$ cat config.mk
export PLATFORM = sky130hd
export DESIGN_NAME = rfop_ctrl
export DESIGN_NICKNAME = d
export VERILOG_FILES = /design/src/rfop_pkg.sv /design/src/rfop_ctrl.sv
export SDC_FILE = /design/constraint.sdc
export NUM_CORES = 1
export LEC_CHECK = 0
export ABC_AREA = 1
export BUFFER_PORTS_ARGS = -buffer_cell sky130_fd_sc_hd__buf_2
export CORE_MARGIN = 4
export CORE_UTILIZATION = 45
export DETAILED_ROUTE_END_ITERATION = 8
export PLACE_DENSITY = 0.62
export SLEW_MARGIN = 20
export SYNTH_ARGS = -nofsm -noshare
export SYNTH_HDL_FRONTEND = slang
export SYNTH_SLANG_ARGS = --single-unit
$ cat constraint.sdc
create_clock -name clk -period 7.8 [get_ports clk]
set_clock_uncertainty 0.15 [all_clocks]
set_input_delay 1.56 -clock clk [delete_from_list [all_inputs] [get_ports clk]]
set_output_delay 1.56 -clock clk [all_outputs]
set_load 0.005 [all_outputs]
$ cat src/rfop_pkg.sv
`timescale 1ns / 1ps
// ----------------------------------------------------------------------------
// rfop_pkg
// Types and codes shared by the ring fifo with overflow policy.
// ----------------------------------------------------------------------------
package rfop_pkg;

  localparam int DATA_W    = 64;
  localparam int CAP_W     = 11;
  localparam int STAT_W    = 3;
  localparam int POL_W     = 2;
  localparam int CFG_IDX_W = 4;

  localparam int CAP_RESET_VAL = 1024;

  // opcodes
  localparam logic OP_PUSH = 1'b0;
  localparam logic OP_POP  = 1'b1;

  // full policies
  localparam logic [POL_W-1:0] POL_DISCARD   = 2'd0;
  localparam logic [POL_W-1:0] POL_REFUSE    = 2'd1;
  localparam logic [POL_W-1:0] POL_OVERWRITE = 2'd2;

  // result status codes
  localparam logic [STAT_W-1:0] ST_STORED    = 3'd0;
  localparam logic [STAT_W-1:0] ST_DISCARDED = 3'd1;
  localparam logic [STAT_W-1:0] ST_REFUSED   = 3'd2;
  localparam logic [STAT_W-1:0] ST_OVERWROTE = 3'd3;
  localparam logic [STAT_W-1:0] ST_POPPED    = 3'd4;
  localparam logic [STAT_W-1:0] ST_EMPTY     = 3'd5;

  // configuration register indexes
  localparam logic [CFG_IDX_W-1:0] REG_CAPACITY    = 4'd0;
  localparam logic [CFG_IDX_W-1:0] REG_FULL_POLICY = 4'd1;

  typedef struct packed {
    logic              ok;
    logic [STAT_W-1:0] status;
    logic [CAP_W-1:0]  fill;
  } rfop_res_t;

endpackage

$ cat src/rfop_ctrl.sv
`timescale 1ns / 1ps
// ----------------------------------------------------------------------------
// rfop_ctrl
// Head and count registers, full policy and slot address generation.
// ----------------------------------------------------------------------------
module rfop_ctrl #(
  parameter int AW    = 10
) (
  input  logic                             clk,
  input  logic                             rst_n,
  input  logic                             clear,
  input  logic                             step,
  input  logic                             opcode,
  input  logic [rfop_pkg::POL_W-1:0]       policy,
  input  logic [rfop_pkg::CAP_W-1:0]       eff_cap,
  output rfop_pkg::rfop_res_t              res,
  output logic                             wr_en,
  output logic [AW-1:0]                    wr_addr,
  output logic                             rd_en,
  output logic [AW-1:0]                    rd_addr
);

  localparam int SW = ((AW > rfop_pkg::CAP_W) ? AW : rfop_pkg::CAP_W) + 1;

  logic [AW-1:0]              head_r, head_nxt;
  logic [rfop_pkg::CAP_W-1:0] count_r, count_nxt;
  logic [SW-1:0]              cap_s, inc_s, sum_s;
  logic [AW-1:0]              head_inc, tail;
  logic                       full, empty;

  assign cap_s = SW'(eff_cap);
  assign inc_s = SW'(head_r) + SW'(1);
  assign sum_s = SW'(head_r) + SW'(count_r);

  // both sums stay below twice the capacity, one subtract wraps them
  assign head_inc = (inc_s >= cap_s) ? AW'(inc_s - cap_s) : AW'(inc_s);
  assign tail     = (sum_s >= cap_s) ? AW'(sum_s - cap_s) : AW'(sum_s);

  assign full  = (count_r >= eff_cap);
  assign empty = (count_r == '0);

  always_comb begin
    head_nxt   = head_r;
    count_nxt  = count_r;
    wr_en      = 1'b0;
    wr_addr    = tail;
    rd_en      = 1'b0;
    rd_addr    = head_r;
    res.ok     = 1'b1;
    res.status = rfop_pkg::ST_STORED;
    case (opcode)
      rfop_pkg::OP_PUSH: begin
        if (full) begin
          case (policy)
            rfop_pkg::POL_DISCARD: begin
              res.status = rfop_pkg::ST_DISCARDED;
            end
            rfop_pkg::POL_REFUSE: begin
              res.ok     = 1'b0;
              res.status = rfop_pkg::ST_REFUSED;
            end
            default: begin
              // oldest slot takes the new word, count stays at capacity
              res.status = rfop_pkg::ST_OVERWROTE;
              wr_en      = step;
              wr_addr    = head_r;
              head_nxt   = head_inc;
            end
          endcase
        end else begin
          wr_en     = step;
          count_nxt = count_r + rfop_pkg::CAP_W'(1);
        end
      end
      default: begin
        if (empty) begin
          res.ok     = 1'b0;
          res.status = rfop_pkg::ST_EMPTY;
        end else begin
          res.status = rfop_pkg::ST_POPPED;
          rd_en      = step;
          head_nxt   = head_inc;
          count_nxt  = count_r - rfop_pkg::CAP_W'(1);
        end
      end
    endcase
    res.fill = count_nxt;
  end

  always_ff @(posedge clk) begin
    if (!rst_n || clear) begin
      head_r  <= '0;
      count_r <= '0;
    end else if (step) begin
      head_r  <= head_nxt;
      count_r <= count_nxt;
    end
  end

endmodule

# [After elaboration in Yosys (flattened, before gate mapping)]
# Cells that the tools add are included.
[totals] register_bits=21 output_inout_bits=37 wordCells=44
[classes] addsub=6 n_lt_le_gt_ge=3 n_eq_ne=3 n_mux=23 n_reduce_logical=7
[ops] operator="2-to-1 mux 10 bit" n=9
[ops] operator="2-to-1 mux 11 bit" n=3
[ops] operator=">= comparator 11 bit" n=2
[ops] operator="subtractor 10 bit" n=2
[ops] operator="adder 10 x 11 -> 12 bit" n=1
[ops] operator=">= comparator 12 x 11 -> 1 bit" n=1
[ops] operator="adder 10 x 1 -> 11 bit, second input constant" n=1
[ops] operator="adder 11 x 1 -> 11 bit, second input constant" n=1
[ops] operator="logical NOT 11 bit" n=1
[ops] operator="subtractor 11 x 1 -> 11 bit, second input constant" n=1
[ops] operator="2-to-1 mux 1 bit" n=8
[ops] operator="2-to-1 mux 4 bit" n=2
[ops] operator="one-hot mux 2 bit (2 select lines)" n=1
[ops] operator="AND reduction 4 bit" n=1
[ops] operator="== test 2 x 1 -> 1 bit, second input constant" n=1
[ops] operator="logical NOT 2 bit" n=1
[ops] operator="inequality test 2 x 1 -> 1 bit, second input constant" n=1
[ops] operator="inequality test 2 bit, second input constant" n=1
[ops] operator="nonzero test 2 bit" n=1
[ops] operator="OR reduction 2 bit" n=1
[ops] operator="logical NOT 1 bit" n=1
[ops] operator="logical OR 1 bit" n=1

# [Logic depth before layout (Yosys ltp)]
# Gate-level depths: netlist of run 1.
[logic_depth] word_depth=6 ltp_mapped=20 depth_no_buf=20

# [Worst setup path after synthesis of run 1]
# OpenSTA, ideal clock, no wires.
[synth_timing] path_type="input to output" from="in eff_cap[0] (netlist name)" to="out wr_addr[1]" t_arrival_ns=3.004 required_ns=6.090 slack_ns=3.086 path_stages=13 path_buffers=1 path_cell_list="ha_1 -> inv_1 -> fa_1 -> nand3_1 -> nand2_1 -> nand2_1 -> nand3_1 -> nand2_1 -> nand2_1 -> nand2_2 -> buf_4 -> a21oi_1 -> o21ai_1"
[synth_between] elab_chain_cells=5 word_cells_on_any_way=7 classes_between="add/sub (1); order compare (2); mux (4)"
[synth_rtl] item="from (decl)" line="rfop_ctrl.sv:15" rtl="input logic [rfop_pkg::CAP_W-1:0] eff_cap,"
[synth_rtl] item="subtractor 10 bit or >= comparator 12 x 11 -> 1 bit (tied branches)" line="rfop_ctrl.sv:37" rtl="assign tail = (sum_s >= cap_s) ? AW'(sum_s - cap_s) : AW'(sum_s);"
[synth_rtl] item="2-to-1 mux 10 bit" line="rfop_ctrl.sv:37"
[synth_rtl] item="2-to-1 mux 10 bit" line="rfop_ctrl.sv:54" rtl="case (policy)"
[synth_rtl] item="2-to-1 mux 10 bit" line="rfop_ctrl.sv:53" rtl="if (full) begin"
[synth_rtl] item="2-to-1 mux 10 bit (*)" line="rfop_ctrl.sv:51" rtl="case (opcode)"
[synth_rtl] item="to (decl)" line="rfop_ctrl.sv:18" rtl="output logic [AW-1:0] wr_addr,"
# Every way passes the cells marked *; elsewhere a longest branch is shown, timed or not.

# [Final worst setup path of run 1]
[layout_timing] from="in eff_cap[9] (netlist name)" to="out wr_addr[1]"
[layout_between] elab_chain_cells=5 word_cells_on_any_way=6 classes_between="order compare (2); mux (4)"
[layout_rtl] item=">= comparator 12 x 11 -> 1 bit" line="rfop_ctrl.sv:37"
[layout_rtl] item="2-to-1 mux 10 bit" line="rfop_ctrl.sv:37"
[layout_rtl] item="2-to-1 mux 10 bit" line="rfop_ctrl.sv:54"
[layout_rtl] item="2-to-1 mux 10 bit" line="rfop_ctrl.sv:53"
[layout_rtl] item="2-to-1 mux 10 bit (*)" line="rfop_ctrl.sv:51"
# Marked as above.

==> flow_metrics.env, run 1 <==
export IMPL_status="completed"
export IMPL_busiest_layer="met2"
export IMPL_rsz0062_at_grt="no"
export IMPL_layout_nets=829
export IMPL_worstMarginPinSlew_ns=0.621
export IMPL_syn_area_um2=4220
export IMPL_clockRootBuffer="clkbuf_8"
export IMPL_clk_pin_slew_ns=0.09
export IMPL_routed_wl_um=12900
export IMPL_grt_pass1_vias=4323
export IMPL_grt_start_max_net_pins=17
export IMPL_cts_resized_gates=0
export IMPL_vias=4584
export IMPL_period_needed_ns=5.63
export IMPL_cts_buffers=3
export IMPL_wl_per_cell_um=14.8
export IMPL_worstPathMaxFanout=13
export IMPL_drv_cap=0
export IMPL_overflow=0
export IMPL_cp_cell_sequence="buf_2 > inv_1 > ha_1 > nand2_2 > inv_2 > a21oi_1 > nand2_1 > nor2_4 > nand2_4 > nand3_2 > inv_1 > nand2_1 > o21ai_1 > buf_2"
export IMPL_power_switching_uw=182
export IMPL_drtIter0Drc=201
export IMPL_setup_ws_ns=2.17
export IMPL_dp_hpwl_um=10600
export IMPL_comb_power_share_pct=50.9
export IMPL_io_pins=55
export IMPL_cts_buffer_depth=2
export IMPL_switching_share_pct=44.6
export IMPL_cp_start_kind="input port"
export IMPL_syn_nets=786
export IMPL_hold_buffers=0
export IMPL_fmax_mhz=178
export IMPL_dp_slack_ns=2.20
export IMPL_ir_drop_v=0.0000847
export IMPL_use_met2_pct=40.5
export IMPL_grt_use_total_pct=23.4
export IMPL_h_tree_depth=1
export IMPL_core_area_um2=9200
export IMPL_io_buffers=54
export IMPL_slowest_stage="nor2_4"
export IMPL_drc=0
export IMPL_intPower_uw=226
export IMPL_p_leak_nw=2.75
export IMPL_crit_buf_inv=5
export IMPL_ys_warn_count=0
export IMPL_grtUsageMet1_pct=32.0
export IMPL_grt_pass1_wl_um=21300
export IMPL_seqPwrFrac_pct=29.8
export IMPL_worstSetupEndpointType="output port"
export IMPL_synth_yosys_seq_area_share_pct=9.96
export IMPL_drive_gt1_share_pct=13.9
export IMPL_hold_path_class="reg -> reg"
export IMPL_rows=35
export IMPL_synth_seq_cells=21
export IMPL_async_flop_share_pct=0
export IMPL_synth_cell_types=41
export IMPL_finalSetupViolCount=0
export IMPL_ant_nets=0
export IMPL_hold_violations=0
export IMPL_met3_usage_pct=3.15
export IMPL_critical_path_top_delay_family="simple AND/OR/NAND/NOR gates"
export IMPL_fp_dieW_um=105
export IMPL_pwr_share_clk_pct=19.3
export IMPL_areaGrowthSynthToFinish_pct=8.03
export IMPL_cp_required_ns=6.09
export IMPL_cp_arrival_ns=3.92
export IMPL_syn_avg_cell_area_um2=5.87
export IMPL_synth_top_flop_cell="dfxtp_1"
export IMPL_synth_edff_count=0
export IMPL_initial_core_util_pct=45.9
export IMPL_syn_inst=719
export IMPL_drv_slew=0
export IMPL_fillCellCount=1024
export IMPL_clock_sinks=21
export IMPL_maxSlewHeadroom_pct=58.1
export IMPL_p_per_area_nw_per_um2=89.6
export IMPL_tns_ns=0
export IMPL_routed_via_density=5.26
export IMPL_holdWs_ns=0.462
export IMPL_die_h_um=105
export IMPL_antenna_found_initial=0
export IMPL_first_pass_iters=7
export IMPL_timing_final_crit_share_pct=72.2
export IMPL_gp_congestion=0.909
export IMPL_n_antenna_cell=0
export IMPL_fin_util_pct=49.6
export IMPL_critPathKind="in -> out"
export IMPL_fp_dieArea_um2=11000
export IMPL_cpPeakStageDelay_ns=0.33
export IMPL_cts_tree="yes"
export IMPL_clk_latency_ns=0.27
export IMPL_postCtsSetupBuffers=0
## per-stage QoR
| stage | area, µm² | std cells | total power [mW] |
|---|---|---|---|
| floorplan | 4220 | 719 | 0.274 |
| global placement | 4510 | 868 | 0.330 |
| detailed placement | 4510 | 868 | 0.331 |
| CTS | 4560 | 872 | 0.413 |
| global route | 4560 | 872 | 0.442 |
| finish | 4560 | 872 | 0.409 |
## cells in the mapped netlist, drive strengths merged, types with 3 or more instances
| master | count | area [µm²] |
|---|---|---|
| xor2 | 28 | 245 |
| inv | 115 | 432 |
| nand3b | 5 | 50.1 |
| nor2 | 63 | 264 |
| buf | 13 | 108 |
| xnor2 | 8 | 70.1 |
| o21ai | 14 | 70.1 |
| dfxtp | 21 | 420 |
| clkbuf | 3 | 11.3 |
| ha | 46 | 576 |
| a21oi | 46 | 275 |
| o21bai | 6 | 56.3 |
| nand2 | 241 | 940 |
| nand4 | 7 | 43.8 |
| nor3 | 8 | 55.1 |
| fa | 3 | 60.1 |
| nand3 | 83 | 478 |
## worst reg2reg max path: stages (launching register included)
cell and delay (ns):
dfxtp_1 0.58, ha_1 0.24, nand2_1 0.10, nor2_1 0.21, nand3_1 0.11, xor2_1 0.18
inv_1 0.07, ha_1 0.33, nand2_1 0.12, inv_1 0.05, nand2_1 0.06, nand2_1 0.08
a21oi_2 0.14, nand3_2 0.28, inv_1 0.24, nand2_1 0.07, nand2_1 0.09, nand2_1 0.07
a21oi_2 0.10
## layout make-up
| class | instances | area (µm²) | share of cell area, % |
|---|---|---|---|
| Timing Repair Buffer | 54 | 270 | 5.93 |
| Clock inverter | 1 | 7.51 | 0.165 |
| Clock buffer | 3 | 41.3 | 0.905 |
| Tap cell | 111 | 139 | 3.05 |
| Inverter | 115 | 432 | 9.47 |
| Multi-Input combinational cell | 567 | 3250 | 71.3 |
| Sequential cell | 21 | 420 | 9.22 |
## registers in the layout (all words and copies together) (netlist names)
| signal | count |
|---|---|
| rd_addr | 10 |
| count_r | 11 |
## power by group through the flow
stage | combinational (mW) | sequential (mW) | clock [mW]
6_report | 0.208 | 0.122 | 0.0788
3_3_place_gp | 0.206 | 0.124 | 0
4_1_cts | 0.208 | 0.122 | 0.0827
5_1_grt | 0.235 | 0.122 | 0.0846
2_1_floorplan | 0.155 | 0.119 | 0
3_5_place_dp | 0.207 | 0.124 | 0
## worst paths after layout
| check | from | to | slack, ns | cells past startpoint |
|---|---|---|---|---|
| hold reg to reg | rd_addr[8]$_SDFFE_PP0P_ | rd_addr[8]$_SDFFE_PP0P_ | 0.46 | 2 |
| hold / removal | rd_addr[8]$_SDFFE_PP0P_ | rd_addr[8]$_SDFFE_PP0P_ | 0.46 | 2 |
| setup reg to reg | rd_addr[0]$_SDFFE_PP0P_ | rd_addr[1]$_SDFFE_PP0P_ | 4.46 | 18 |
| setup / recovery | eff_cap[9] | wr_addr[1] | 2.17 | 14 |
## layer usage
layer | share of wire [%] | up-vias | wire length (µm)
li1 | - | 2365 | -
met1 | 47 | 2098 | 6040
met2 | 48 | 117 | 6170
met3 | 4.9 | 4 | 633
met4 | 0.21 | 0 | 27
met5 | 0 | - | 0
## layout by cell type (no fill, tap or decap), types with 7 or more instances in the layout
cell type	count
nor2_1	58
nand4_1	7
dfxtp_1	21
nand2_2	8
nand3_1	75
xnor2_1	8
xor2_1	28
buf_2	54
a21oi_1	34
inv_1	109
ha_1	46
nand2_1	231
o21ai_0	10
a21oi_2	12
## kinds of logic (layout without fill, tap and decap cells)
logic type	count (synthesis)	after routing	synth area share [%]
buffers and inverters	131	173	13.0
AND/OR/NAND/NOR	409	409	43.7
AO/OA/AOI/OAI	73	73	10.8
XOR/XNOR	36	36	7.47
flip-flops	21	21	9.96
adder cells (fa/ha/maj)	49	49	15.1
Power figures use the tool's default switching activity.
==> inputs of run 2 (changes only) <==
--- a/config.mk
+++ b/config.mk
@@ -5,12 +5,12 @@
 export SDC_FILE = /design/constraint.sdc
 export NUM_CORES = 1
 export LEC_CHECK = 0
-export ABC_AREA = 1
+export ABC_AREA = 0
 export BUFFER_PORTS_ARGS = -buffer_cell sky130_fd_sc_hd__buf_2
 export CORE_MARGIN = 4
 export CORE_UTILIZATION = 45
 export DETAILED_ROUTE_END_ITERATION = 8
-export PLACE_DENSITY = 0.62
+export PLACE_DENSITY = 0.65
 export SLEW_MARGIN = 20
 export SYNTH_ARGS = -nofsm -noshare
 export SYNTH_HDL_FRONTEND = slang
==> constraint.sdc (replaced) <==
create_clock -name clk -period 5.1 [get_ports clk]
set_clock_uncertainty 0.15 [all_clocks]
set_input_delay 1.02 -clock clk [delete_from_list [all_inputs] [get_ports clk]]
set_output_delay 1.02 -clock clk [all_outputs]
set_load 0.005 [all_outputs]
==> run 2 against run 1 <==
Flip-flop and latch count did not move. Sequential share of layout area grew 1.0 points. Setup slack got worse by 2.0 ns. Register-to-register slack got worse by 3.2 ns. Via count fell by 17%. Final area decreased by 8.4%. Die area shrank 16%. Critical path depth is 5 higher. Combinational power up 4%. Largest cell class unchanged. Largest power group unchanged. Highest routed layer unchanged.
==> flow_metrics.env, run 2 <==
export IMPL_synth_top_area_share_pct=16.4
export IMPL_grt_pass1_wl_um=16500
export IMPL_cp_cell_sequence="ha_4 > inv_2 > fa_2 > nand2b_4 > a21oi_4 > nor4_4 > o21bai_1 > a21o_1 > a21oi_2 > xnor2_1 > ha_2 > a21oi_2 > nor3b_2 > a32oi_2 > nor3_2 > buf_4 > mux2i_1 > a21oi_1 > buf_2"
export IMPL_finalSetupViolCount=0
export IMPL_routed_wl_um=10600
export IMPL_die_h_um=96.2
export IMPL_synth_area_top_cells="ha_1 16%, dfxtp_1 12%, a21oi_1 7.3%"
export IMPL_fmax_mhz=202
export IMPL_crit_buf_inv=3
export IMPL_period_needed_ns=4.94
export IMPL_r2r_start="rd_addr[1]$_SDFFE_PP0P_"
export IMPL_hold_path_class="reg -> reg"
export IMPL_dp_hpwl_um=8140
export IMPL_ant_nets=0
export IMPL_vias=3812
export IMPL_cp_start_kind="flop"
export IMPL_rsz0062_at_grt="yes"
export IMPL_syn_area_um2=3500
export IMPL_synth_most_common_cell="nor2_1"
export IMPL_initial_core_util_pct=47.3
export IMPL_cpPeakStageDelay_ns=0.39
export IMPL_status="completed"
export IMPL_critical_path_top_delay_family="compound AO/OA/AOI/OAI gates"
export IMPL_clockRootBuffer="clkbuf_8"
export IMPL_io_buffers=54
export IMPL_clk_latency_ns=0.27
export IMPL_syn_inst=489
export IMPL_areaGrowthSynthToFinish_pct=19.3
export IMPL_slowest_stage="fa_2"
export IMPL_syn_nets=556
export IMPL_async_flop_share_pct=0
export IMPL_synth_seq_cells=21
export IMPL_ys_warn_count=0
export IMPL_synth_yosys_seq_area_share_pct=12.0
export IMPL_layout_nets=626
export IMPL_layout_commonest_cell="buf_2"
export IMPL_ir_drop_v=0.000100
export IMPL_synth_cell_types=52
export IMPL_overflow=0
export IMPL_p_per_area_nw_per_um2=122
export IMPL_drive_gt1_share_pct=20.6
export IMPL_totalPowerFinal_uw=510
export IMPL_syn_avg_cell_area_um2=7.16
export IMPL_p_leak_nw=2.04
export IMPL_clk_pin_slew_ns=0.09
export IMPL_antenna_found_initial=0
export IMPL_drv_cap=0
export IMPL_cp_arrival_ns=3.77
export IMPL_maxSlewHeadroom_pct=26.4
export IMPL_synth_common_cells="53 x nor2_1, 51 x a21oi_1, 46 x ha_1"
export IMPL_clock_sinks=21
export IMPL_io_pins=55
export IMPL_fin_util_pct=56.4
export IMPL_drc=0
export IMPL_cp_required_ns=3.93
export IMPL_critPathKind="reg -> out"
export IMPL_startpoint="count_r[0]$_SDFFE_PP0P_"
export IMPL_mostFrequentLayoutCells="54 x buf_2, 53 x nor2_1, 48 x a21oi_1"
export IMPL_h_tree_depth=1
export IMPL_synth_edff_count=0
export IMPL_hold_violations=0
export IMPL_netlist_top_cell_by_area="ha_1"
export IMPL_worstSetupEndpointType="output port"
export IMPL_grt_pass1_vias=3400
export IMPL_stdcell_count=657
export IMPL_n_antenna_cell=0
export IMPL_first_pass_iters=5
export IMPL_wl_per_cell_um=16.2
export IMPL_grt_start_max_net_pins=21
export IMPL_design_area_um2=4180
export IMPL_largest_reg_flops=11
export IMPL_drtIter0Drc=270
export IMPL_tns_ns=0
export IMPL_core_area_um2=7410
export IMPL_max_flop_register="count_r"
export IMPL_hold_buffers=0
export IMPL_fp_dieW_um=96.2
export IMPL_gp_congestion=0.921
export IMPL_drv_slew=0
export IMPL_cts_buffer_depth=2
export IMPL_fp_dieArea_um2=9260
export IMPL_rows=31
export IMPL_worstMarginPinSlew_ns=1.10
export IMPL_timing_final_crit_share_pct=96.8
export IMPL_grt_use_total_pct=22.3
export IMPL_routed_via_density=5.80
export IMPL_place_area_um2=3980
export IMPL_cts_tree="yes"
export IMPL_crit_top_cell="a21oi_2"
export IMPL_worstPathMaxFanout=5
export IMPL_min_delay_start="rd_addr[5]$_SDFFE_PP0P_"
export IMPL_synth_top_flop_cell="dfxtp_1"
export IMPL_dp_cells=644
export IMPL_cts_buffers=3
==> run 2: repair_timing <==
item / 4_1_cts / 5_1_grt
endpoints found under the setup margin: 9 / 10
gates cloned: 0 / 1
resized for setup: 2 / 23
pin swaps: 0 / 15
buffers inserted: 0 / 8
==> run 2: per-stage QoR <==
| stage | hold WS, ns | worst slack [ns] |
|---|---|---|
| global route | 0.441 | -0.0667 |
| floorplan | 0.382 | 0.566 |
| finish | 0.388 | 0.161 |
| global placement | 0.420 | 0.365 |
| CTS | 0.408 | 0.00483 |
| detailed placement | 0.437 | 0.246 |
==> run 2: metal layers <==
layer,global-route usage [%],share of wire [%]
met1,32.3,49
met2,35.9,45
met3,2.58,5.1
met4,3.67,0.65
met5,0,0
==> run 2: cells by family (layout without fill, tap and decap cells) <==
| family | after synthesis | after routing | share of synthesized area (%) |
|---|---|---|---|
| and+or+nand+nor | 173 | 173 | 23.8 |
| buffers and inverters | 49 | 118 | 5.50 |
| AOI/OAI and AO/OA | 138 | 138 | 25.2 |
| xor gates and xnor gates | 44 | 44 | 11.0 |
| adders and majority gates | 49 | 49 | 18.1 |
| DFF | 21 | 21 | 12.0 |
| muxes | 15 | 15 | 4.32 |
==> run 2: worst min-delay path, delay by kind of cell, from the launching register on <==
kind / cells / cell delay [ns]
AND/OR/NAND/NOR: 1 / 0.07
AO/OA/AOI/OAI: 1 / 0.06
flip-flops: 1 / 0.37
==> run 2: worst paths after layout <==
| path | end | slack (ns) | depth (start not counted) |
|---|---|---|---|
| min reg2reg | rd_addr[5]$_SDFFE_PP0P_ | 0.39 | 2 |
| min | rd_addr[5]$_SDFFE_PP0P_ | 0.39 | 2 |
| max reg2reg | rd_addr[1]$_SDFFE_PP0P_ | 1.24 | 15 |
| max | wr_addr[8] | 0.16 | 19 |
==> run 2: cell type report <==
cell class,instances,area (µm²)
flip-flops and latches,21,428
repair buffers,83,492
multi-input cells,419,2970
inverters,31,116
well taps,99,124
clock inverters,1,5.00
fillers,754,3230
clock buffers,3,41.3
==> run 2: report_power, final <==
group	leakage (nW)	internal (mW)	total (mW)	switching (mW)
clock network	0.0255	0.0548	0.123	0.0679
registers	0.172	0.167	0.171	0.00400
logic	1.84	0.0931	0.217	0.124
total	2.04	0.314	0.510	0.196
==> inputs of run 3 (changes only) <==
--- a/config.mk
+++ b/config.mk
@@ -6,11 +6,12 @@
 export NUM_CORES = 1
 export LEC_CHECK = 0
 export ABC_AREA = 0
-export BUFFER_PORTS_ARGS = -buffer_cell sky130_fd_sc_hd__buf_2
 export CORE_MARGIN = 4
 export CORE_UTILIZATION = 45
 export DETAILED_ROUTE_END_ITERATION = 8
-export PLACE_DENSITY = 0.65
+export DONT_BUFFER_PORTS = 1
+export PLACE_DENSITY = 0.59
+export SKIP_CTS_REPAIR_TIMING = 1
 export SLEW_MARGIN = 20
 export SYNTH_ARGS = -nofsm -noshare
 export SYNTH_HDL_FRONTEND = slang
==> run 3 against run 2 <==
Sequential power about the same. Register-to-register slack got worse by 0.06 ns. Total power decreased by 5.4%. Clock power hardly changed. Wire length fell by 1.0%. Via count fell by 6.0%. Flip-flop and latch count is the same. Utilization fell by 3.9 points. Combinational power shrank 13%. Count of clock-buffer cells in the layout is the same. Critical endpoint is now wr_addr[2]. Global-route usage grew 0.12 points. Critical path depth is 1 lower.
==> flow_metrics.env, run 3 (same netlist as run 2, synthesis figures left out) <==
export IMPL_dp_hpwl_um=8240
export IMPL_slowest_stage="dfxtp_4"
export IMPL_p_per_area_nw_per_um2=124
export IMPL_clk_pin_slew_ns=0.09
export IMPL_worstMarginPinSlew_ns=1.01
export IMPL_drive_gt1_share_pct=11.4
export IMPL_status="completed"
export IMPL_fin_util_pct=52.5
export IMPL_io_pins=55
export IMPL_h_tree_depth=1
export IMPL_fp_dieArea_um2=9260
export IMPL_areaGrowthSynthToFinish_pct=11.1
export IMPL_mostFrequentLayoutCells="53 x nor2_1, 49 x a21oi_1, 42 x ha_1"
export IMPL_cp_start_kind="flop"
export IMPL_grt_pass1_vias=3168
export IMPL_antenna_found_initial=0
export IMPL_worstSetupEndpointType="output port"
export IMPL_grt_pass1_wl_um=16200
export IMPL_n_antenna_cell=0
export IMPL_clockRootBuffer="clkbuf_8"
export IMPL_fp_dieW_um=96.2
export IMPL_dp_slack_ns=0.172
export IMPL_holdWs_ns=0.424
export IMPL_core_area_um2=7410
export IMPL_fmax_mhz=200
export IMPL_first_pass_iters=6
export IMPL_timing_final_crit_share_pct=97.8
export IMPL_hold_violations=0
export IMPL_cp_cell_sequence="ha_2 > inv_1 > fa_2 > nand2b_4 > a21oi_4 > nor4_2 > o21bai_1 > a21o_1 > a21oi_1 > xnor2_1 > ha_2 > a21oi_2 > nor3b_2 > a32oi_2 > nor3_2 > buf_2 > mux2i_1 > o21ai_0"
export IMPL_critPathKind="reg -> out"
export IMPL_finalSetupViolCount=0
export IMPL_crit_top_cell="ha_2"
export IMPL_vias=3585
export IMPL_setup_ws_ns=0.110
export IMPL_die_h_um=96.2
export IMPL_initial_core_util_pct=47.3
export IMPL_cts_tree="yes"
export IMPL_overflow=0
export IMPL_wl_per_cell_um=17.5
export IMPL_layout_nets=568
export IMPL_routed_wl_um=10500
export IMPL_cpPeakStageDelay_ns=0.37
export IMPL_io_buffers=0
export IMPL_p_leak_nw=1.74
export IMPL_grt_use_total_pct=22.5
export IMPL_layout_commonest_cell="nor2_1"
export IMPL_hold_path_class="reg -> reg"
export IMPL_largest_reg_flops=11
export IMPL_drv_slew=0
export IMPL_grt_start_max_net_pins=21
export IMPL_drv_cap=0
export IMPL_clk_latency_ns=0.28
export IMPL_cts_buffers=3
export IMPL_totalPowerFinal_uw=483
export IMPL_rows=31
export IMPL_cp_arrival_ns=3.82
export IMPL_drtIter0Drc=253
export IMPL_ir_drop_v=0.0000780
export IMPL_cts_buffer_depth=2
export IMPL_ant_nets=0
export IMPL_gp_congestion=0.893
export IMPL_period_needed_ns=4.99
export IMPL_worstPathMaxFanout=5
export IMPL_cp_required_ns=3.93
export IMPL_maxSlewHeadroom_pct=32.5
export IMPL_drc=0
export IMPL_clock_sinks=21
export IMPL_max_flop_register="count_r"
export IMPL_fillCellCount=757
export IMPL_routed_via_density=5.98
[run 3: cell types whose count changed in the layout (fill, tap and decap cells not counted), sizes merged]
cell,change
buf,-58
[run 3: critical path, delay by kind of cell (launching register included)]
kind / cells / cell delay, ns
AOI/OAI and AO/OA: 7 / 1.01
buffers and inverters: 2 / 0.34
DFF: 1 / 0.37
xor gates and xnor gates: 1 / 0.13
and+or+nand+nor: 4 / 0.76
adders and majority gates: 3 / 0.71
muxes: 1 / 0.22
[run 3: worst paths after layout]
check	slack (ns)	startpoint	cells after the start	endpoint
max reg2reg	1.18	rd_addr[1]$_SDFFE_PP0P_	15	rd_addr[1]$_SDFFE_PP0P_
max	0.11	count_r[0]$_SDFFE_PP0P_	18	wr_addr[2]
min reg2reg	0.42	count_r[1]$_SDFFE_PP0P_	2	count_r[1]$_SDFFE_PP0P_
min	0.42	count_r[1]$_SDFFE_PP0P_	2	count_r[1]$_SDFFE_PP0P_
[run 3: cell type report]
cell class                 instances  area [µm²]  share of cell area, %
multi-input combinational        419        2990                   76.8
sequential                        21         427                   11.0
timing repair buffer              25         189                   4.86
tap                               99         124                   3.18
inverter                          31         116                   2.99
clock buffer                       3        41.3                   1.06
clock inverter                     1        5.00                  0.129
[run 3: routing by layer]
metal	wire length, µm	up-vias	GRT usage [%]
li1	-	1783	-
met1	4960	1657	32.5
met2	4680	131	35.0
met3	755	14	3.75
met4	114	0	4.15
met5	0	-	0
[run 3: metrics by stage]
step	cells	cell area (µm²)	TNS [ns]
final	599	3890	0
after global routing	599	3890	-0.260
after CTS	594	3760	-0.329
after detailed placement	590	3710	0
after global placement	590	3710	0
after floorplan	489	3500	0
[run 3: power by group]
group          switching [mW]  internal, mW  leakage [nW]
combinational           0.114        0.0740          1.55
sequential            0.00399         0.167         0.171
clock                  0.0697        0.0549        0.0255
total                   0.187         0.295          1.74
